## src/design/wia_pkg.sv

```systemverilog
`timescale 1ns / 1ps
`default_nettype none
package wia_pkg;

    typedef enum logic [2:0] {
        OP_ADD = 3'd0,
        OP_SUB = 3'd1,
        OP_MUL = 3'd2,
        OP_SHL = 3'd3,
        OP_SHR = 3'd4
    } t_opcode;

    // sequencer states, one-hot
    typedef enum logic [4:0] {
        ST_IDLE = 5'b00001,
        ST_CMP  = 5'b00010,
        ST_RUN  = 5'b00100,
        ST_MUL  = 5'b01000,
        ST_SEND = 5'b10000
    } t_state;

endpackage
`default_nettype wire

```

## src/design/wia_limb_unit.sv

```systemverilog
`timescale 1ns / 1ps
`default_nettype none
// Shared limb datapath: add/sub with carry, or shifted-word assembly.
module wia_limb_unit
    import wia_pkg::*;
#(
    parameter int LIMB_BITS = 64
) (
    input  wire logic [2:0]           i_op,
    input  wire logic [LIMB_BITS-1:0] i_x,
    input  wire logic [LIMB_BITS-1:0] i_y,
    input  wire logic                 i_carry,
    output logic [LIMB_BITS-1:0]      o_z,
    output logic                      o_carry
);
    logic [LIMB_BITS:0] w_sum;

    always_comb begin
        w_sum   = '0;
        o_z     = '0;
        o_carry = 1'b0;
        unique case (i_op)
            OP_SUB: begin
                w_sum   = {1'b0, i_x} - {1'b0, i_y} - {{LIMB_BITS{1'b0}}, i_carry};
                o_z     = w_sum[LIMB_BITS-1:0];
                o_carry = w_sum[LIMB_BITS];
            end
            OP_SHL, OP_SHR: begin
                // x and y hold the two already-shifted source words
                o_z = i_x | i_y;
            end
            default: begin
                w_sum   = {1'b0, i_x} + {1'b0, i_y} + {{LIMB_BITS{1'b0}}, i_carry};
                o_z     = w_sum[LIMB_BITS-1:0];
                o_carry = w_sum[LIMB_BITS];
            end
        endcase
    end
endmodule
`default_nettype wire

```

## config.mk

```make
export PLATFORM = sky130hd
export DESIGN_NAME = wia_limb_unit
export DESIGN_NICKNAME = d
export VERILOG_FILES = /design/src/design/wia_pkg.sv /design/src/design/wia_limb_unit.sv
export SDC_FILE = /design/constraint.sdc
export NUM_CORES = 1
export LEC_CHECK = 0
export ABC_AREA = 0
export BUFFER_PORTS_ARGS = -buffer_cell sky130_fd_sc_hd__buf_4
export CORE_ASPECT_RATIO = 0.8
export CORE_UTILIZATION = 45
export DETAILED_ROUTE_END_ITERATION = 10
export PLACE_DENSITY = 0.67
export SLEW_MARGIN = 0
export SYNTH_ARGS = -nofsm -noshare
export SYNTH_HDL_FRONTEND = slang
export SYNTH_SLANG_ARGS = --single-unit
```

## constraint.sdc

```tcl
create_clock -name vclk -period 10.5
set_clock_uncertainty 0.05 [all_clocks]
set_input_delay 3.15 -clock vclk [all_inputs]
set_output_delay 3.15 -clock vclk [all_outputs]
set_load 0.05 [all_outputs]
```

==> results of run 1 <==
area by class of cell:
class                           instances  area [um2]  area share, %
Inverter                              222         833           6.44
Timing Repair Buffer                  232        1750           13.5
Multi-Input combinational cell       1320        9980           77.0
Tap cell                              312         390           3.01
metal layers:
metal,share of wire (%),global-route usage (%),vias up
met3,9.9,2.75,21
met2,39,40.4,530
met1,50,44.1,5707
met4,0.84,2.40,0
met5,0,0,-
li1,-,-,6048
stage by stage:
| stage | area [um2] | setup WS (ps) | cells | hold slack (ps) | util, % |
|---|---|---|---|---|---|
| floorplan | 11000 | 216 | 1621 | 6710 | - |
| global placement | 12800 | -152 | 2080 | 6810 | 54.2 |
| detailed placement | 12800 | -220 | 2080 | 6820 | 54.2 |
| CTS | 12900 | 10.6 | 2085 | 6820 | 54.4 |
| global route | 12900 | 4.15 | 2086 | 6850 | 54.6 |
| finish | 12900 | 128 | 2086 | 6820 | 54.6 |
worst min path at each step:
stage                       start      end  slack, ps  cells past startpoint
after floorplan           i_y[38]  o_z[38]       6710                      3
after global placement    i_y[18]  o_z[18]       6810                      5
after detailed placement  i_y[18]  o_z[18]       6820                      5
after CTS                 i_y[18]  o_z[18]       6820                      5
after global routing      i_y[34]  o_z[34]       6850                      5
final                     i_y[18]  o_z[18]       6820                      5
power breakdown:
part | internal [mW] | switching [mW]
clock network | 0 | 0
registers | 0 | 0
logic | 0.443 | 0.767
Yosys cell counts, types with 8 or more instances:
cell type	number
o21ai_0	69
and3_1	11
mux2i_1	10
nor3_1	22
o31ai_1	8
o21a_1	20
a21oi_1	158
nand4_1	31
nor2b_1	13
o21ai_1	21
nand2_1	150
a31oi_1	17
clkbuf_1	68
o21bai_1	24
xnor2_1	51
a21o_1	68
o211ai_1	20
inv_1	222
nor2_1	86
o221ai_1	47
xor2_1	56
ha_1	253
nand3_1	39
timing repair:
| item | 4_1_cts | 5_1_grt |
|---|---|---|
| hold endpoints to repair | 0 | 0 |
| pin swaps | 4 | 9 |
| setup endpoints to repair | 5 | 16 |
| resized for setup | 5 | 11 |
| setup buffers | 5 | 1 |
| hold buffers | 0 | 0 |
cells by family after synthesis:
family | after synthesis | synth area share (%)
multiplexers | 11 | 1.01
XOR/XNOR | 107 | 8.49
adder cells (fa/ha/maj) | 257 | 29.4
AND/OR/NAND/NOR | 404 | 17.3
AO/OA/AOI/OAI | 541 | 33.4
buffers and inverters | 301 | 10.4
cell usage in the layout (no fill, tap or decap), types with 5 or more instances in the layout:
master,count
a211oi_1,6
xor2_1,56
inv_1,222
nor2_1,86
o211ai_1,20
o22ai_1,6
a21boi_0,5
a21oi_1,154
a21o_1,68
nand3b_1,6
or3_1,6
and4_1,5
o221ai_1,46
xnor2_1,50
a221o_1,5
o31ai_1,8
o31a_1,5
o21ai_1,20
mux2i_1,10
a21oi_2,5
a2111oi_0,6
nand3_1,38
a31oi_1,16
o21ai_0,68
nand2_1,150
a22oi_1,6
o21bai_1,24
nor3_1,22
and2_1,6
nand4_1,31
and3_1,11
nand2b_1,6
ha_1,252
buf_4,230
o21a_1,20
nor2b_1,12
tightest hold or removal path, cell delays in order:
cell and delay, ps:
buf_4 120, inv_1 50, ha_1 120, o21ai_0 80
buf_4 200
==> metrics.txt, run 1 <==
ordered list of cells on the worst path buf_4 > inv_1 > ha_1 > ha_1 > a21oi_1 > o211ai_1 > a41o_1 > a2111oi_0 > buf_4 > nor3_1 > o21ai_0 > a21oi_1 > mux2i_1 > o221ai_1 > or3_1 > buf_4; sequential share of the synthesized area 0%; post-layout power between 1 and 1.5 mW; vias in the first global route 11.2k; Syn Inst Count 1621; outcome finished clean; Horiz. Die Dim 177 um; Max Clock Freq around 96 MHz; Crit path buffers/inverters 4; unrepaired setup endpoints after global routing false; detailed placer's ending HPWL ~30 mm; number of iterations in the first detailed-routing pass 5; critical path start-end classification input pin to output pin; Total Die Area roughly 25000 um2; GRT Total Usage between 20% and 30%; initial DRC count 1054; Post-route DRC 0; Via density just under 6; syn_nets approximately 2k; maximum fanout count along the critical path 7; worst-margin pin slew between 900 and 1000 ps; arrival time at the worst endpoint roughly 7000 ps; total gr overflow 0; Final Setup Violations 0; delay-heaviest family, CP compound AO/OA/AOI/OAI gates; total number of sequential cells 0; global-route wire length before repair around 57 mm; Critical Path End Type output pin; count of cell instances traversed by the critical path 16; total detailed-routing wirelength 36.5 mm; initial antenna violation count 0; Max Slew Vio Count 0; FF+latch area 0 um2; number of max-capacitance violations reported 0; P&R area growth vs syn 17.3%; number of hold violations in the final report 0; WP data required 7300 ps; fraction of layout instances using a drive strength above 1 ~15%; endpoint of the worst setup timing path o_z[59]; pin count of the biggest net entering global routing 68; Max-slew headroom 39.6%; total power density per cell area 93.4 nW/um2; yosys warns 0; Clock Buffer Count 0; cell taking the most area after synthesis ha_1; crit path from i_x[20]; highest-delay cell along the critical path a2111oi_0; static leakage between 6 and 7 nW; initial cell density of the core 46.6%; routed wirelength normalized by instance count 17.5 um; number of library cell types mapped by synthesis 80; number of top-level pins 197; std cell rows 50; height of the die between 100 and 150 um; total negative slack 0 ps; post-layout net count between 2k and 2.5k; Routability Congestion slightly below 1; Startpoint Class input pin; max incr delay on CP 580 ps; total via count in the routed design 12.3k; worst hold path class input pin to output pin; number of antenna cells inserted 0; top cell type's share of synthesized area approximately 29%; worst supply voltage drop on vdd 0.0604 mV; biggest area contributors in the synthesized netlist ha_1 29%, inv_1 7.5%, a21oi_1 7.2%; remaining antenna violation count after routing 0; most frequent cell on the critical path buf_4; port buffer count 197; Fillers about 2.4k; post-route minimum period ~10000 ps; Core Footprint 23700 um2; Netlist Area Pre-Place 11000 um2; final period utilization around 99%; Avg Inst Size Synth 6.81 um2
No activity file was read; power rests on OpenSTA's default activity.
==> inputs of run 2 (changes only) <==
--- a/config.mk
+++ b/config.mk
@@ -11,6 +11,7 @@
 export CORE_UTILIZATION = 45
 export DETAILED_ROUTE_END_ITERATION = 10
 export PLACE_DENSITY = 0.67
+export RECOVER_POWER = 100
 export SLEW_MARGIN = 0
 export SYNTH_ARGS = -nofsm -noshare
 export SYNTH_HDL_FRONTEND = slang
==> run 2 against run 1 <==
Effect of this change:
- via count grew 0.54%
- combinational power barely moved
- core utilization down 0.67 points
- critical endpoint unchanged
==> metrics.txt, run 2 (same netlist as run 1, synthesis figures left out) <==
end-of-flow core utilization 53.9% (-0.67 points); number of hold violations in the final report 0 (unchanged); initial cell density of the core 46.6% (unchanged); post-route minimum period 10400 ps (+29.0 ps); total via count in the routed design 12.4k (+0.54%); post-layout power 1.18 mW (-2.7%); total number of sequential cells 0 (unchanged); number of top-level pins 197 (unchanged); total gr overflow 0 (unchanged); number of max-capacitance violations reported 0 (unchanged); detailed placer's ending HPWL 29.9 mm (unchanged); vias in the first global route 11.2k (unchanged); number of antenna cells inserted 0 (unchanged); P&R area growth vs syn 15.8%; GRT Total Usage 27.7% (unchanged); worst slack at placement -220 ps (unchanged); Core Footprint 23700 um2 (unchanged); post-layout net count 2165 (unchanged); Total Die Area 25200 um2 (unchanged); maximum fanout count along the critical path 7 (unchanged); Final Setup Violations 0 (unchanged); pin count of the biggest net entering global routing 68 (unchanged); remaining antenna violation count after routing 0 (unchanged); Clock Buffer Count 0 (unchanged); GR Layer Usage met3 2.75% (unchanged); leading cell types in the layout, fill and taps excluded 252 x ha_1, 222 x inv_1, 179 x buf_4; std cell rows 50 (unchanged); initial DRC count 1061 (+0.66%); Max Slew Vio Count 0 (unchanged); Max-slew headroom 38.3% (-1.4 points); initial antenna violation count 0 (unchanged); height of the die 142 um (unchanged); WP data required 7300 ps (about the same); met2 track demand over resource in global routing 40.4% (unchanged); Critical Path End Type output pin; total power density per cell area 92.0 nW/um2 (-1.5%); Via density 5.93 (+0.54%); static leakage 6.47 nW (-1.8%); Routability Congestion 0.962 (unchanged); worst supply voltage drop on vdd 0.0553 mV (-8.4%); Post-route DRC 0 (unchanged); worst-margin pin slew 924 ps (+20.4 ps); Horiz. Die Dim 177 um (unchanged); Max Clock Freq 96.1 MHz (-0.28%); routed wirelength normalized by instance count 17.5 um (about the same); port buffer count 197 (unchanged); global routing usage on met1 44.1% (unchanged); total detailed-routing wirelength 36.5 mm (about the same); setup ws final 98.6 ps (-29.0 ps); global-route wire length before repair 57.4 mm (unchanged); Startpoint Class input pin; global route hottest layer met1; number of iterations in the first detailed-routing pass 5 (unchanged); final period utilization 99.1% (+0.28 points); cell depth of the worst min-delay path 5 (unchanged); unrepaired setup endpoints after global routing false; hold buffers post-CTS 0 (unchanged); worst hold path class input pin to output pin; critical path start-end classification input pin to output pin; FF+latch area 0 um2 (unchanged); outcome finished clean; fraction of layout instances using a drive strength above 1 13.8% (-1.6 points); arrival time at the worst endpoint 7200 ps (+30 ps); most common cell after layout, fill and taps aside ha_1
## run 2: critical path, cell delays in order
cell,delay (ps)
buf_4,90
inv_1,50
ha_1,410
ha_1,410
a21oi_1,380
o211ai_1,160
a41o_1,300
a2111oi_0,580
buf_4,230
nor3_1,70
o21ai_0,190
a21oi_1,190
mux2i_1,200
o221ai_1,160
or3_1,400
clkbuf_4,220
## run 2: timing repair
action	4_1_cts	5_1_grt
buffers inserted	5	1
endpoints found under the setup margin	5	16
resized for setup	5	11
pin swaps	4	9
## run 2: cell type report
type	count	area [um2]
Fill cell	2441	10900
Tap cell	312	390
Timing Repair Buffer	232	1590
Multi-Input combinational cell	1320	9980
Inverter	222	833
## run 2: path summary, 6_finish.rpt
path	startpoint	to	slack, ps
worst min-delay path	i_x[1]	o_z[0]	6830
worst max-delay path	i_x[20]	o_z[59]	100
## run 2: report_power, final
| group | total (mW) | switching (mW) | internal, mW |
|---|---|---|---|
| clock network | 0 | 0 | 0 |
| registers | 0 | 0 | 0 |
| logic | 1.18 | 0.765 | 0.411 |
## run 2: metrics by stage
step	instances	setup TNS, ps	hold slack [ps]	cell area (um2)
6_report	2086	0	6830	12800
4_1_cts	2085	0	6820	12900
5_1_grt	2086	0	6860	12800
3_5_place_dp	2080	-378	6820	12800
2_1_floorplan	1621	0	6710	11000
3_3_place_gp	2080	-243	6810	12800
## run 2: layer usage
metal  wire (um)  vias up
met2       14400      540
met5           0        -
li1            -     6054
met4         327        0
met3        3630       23
met1       18100     5755
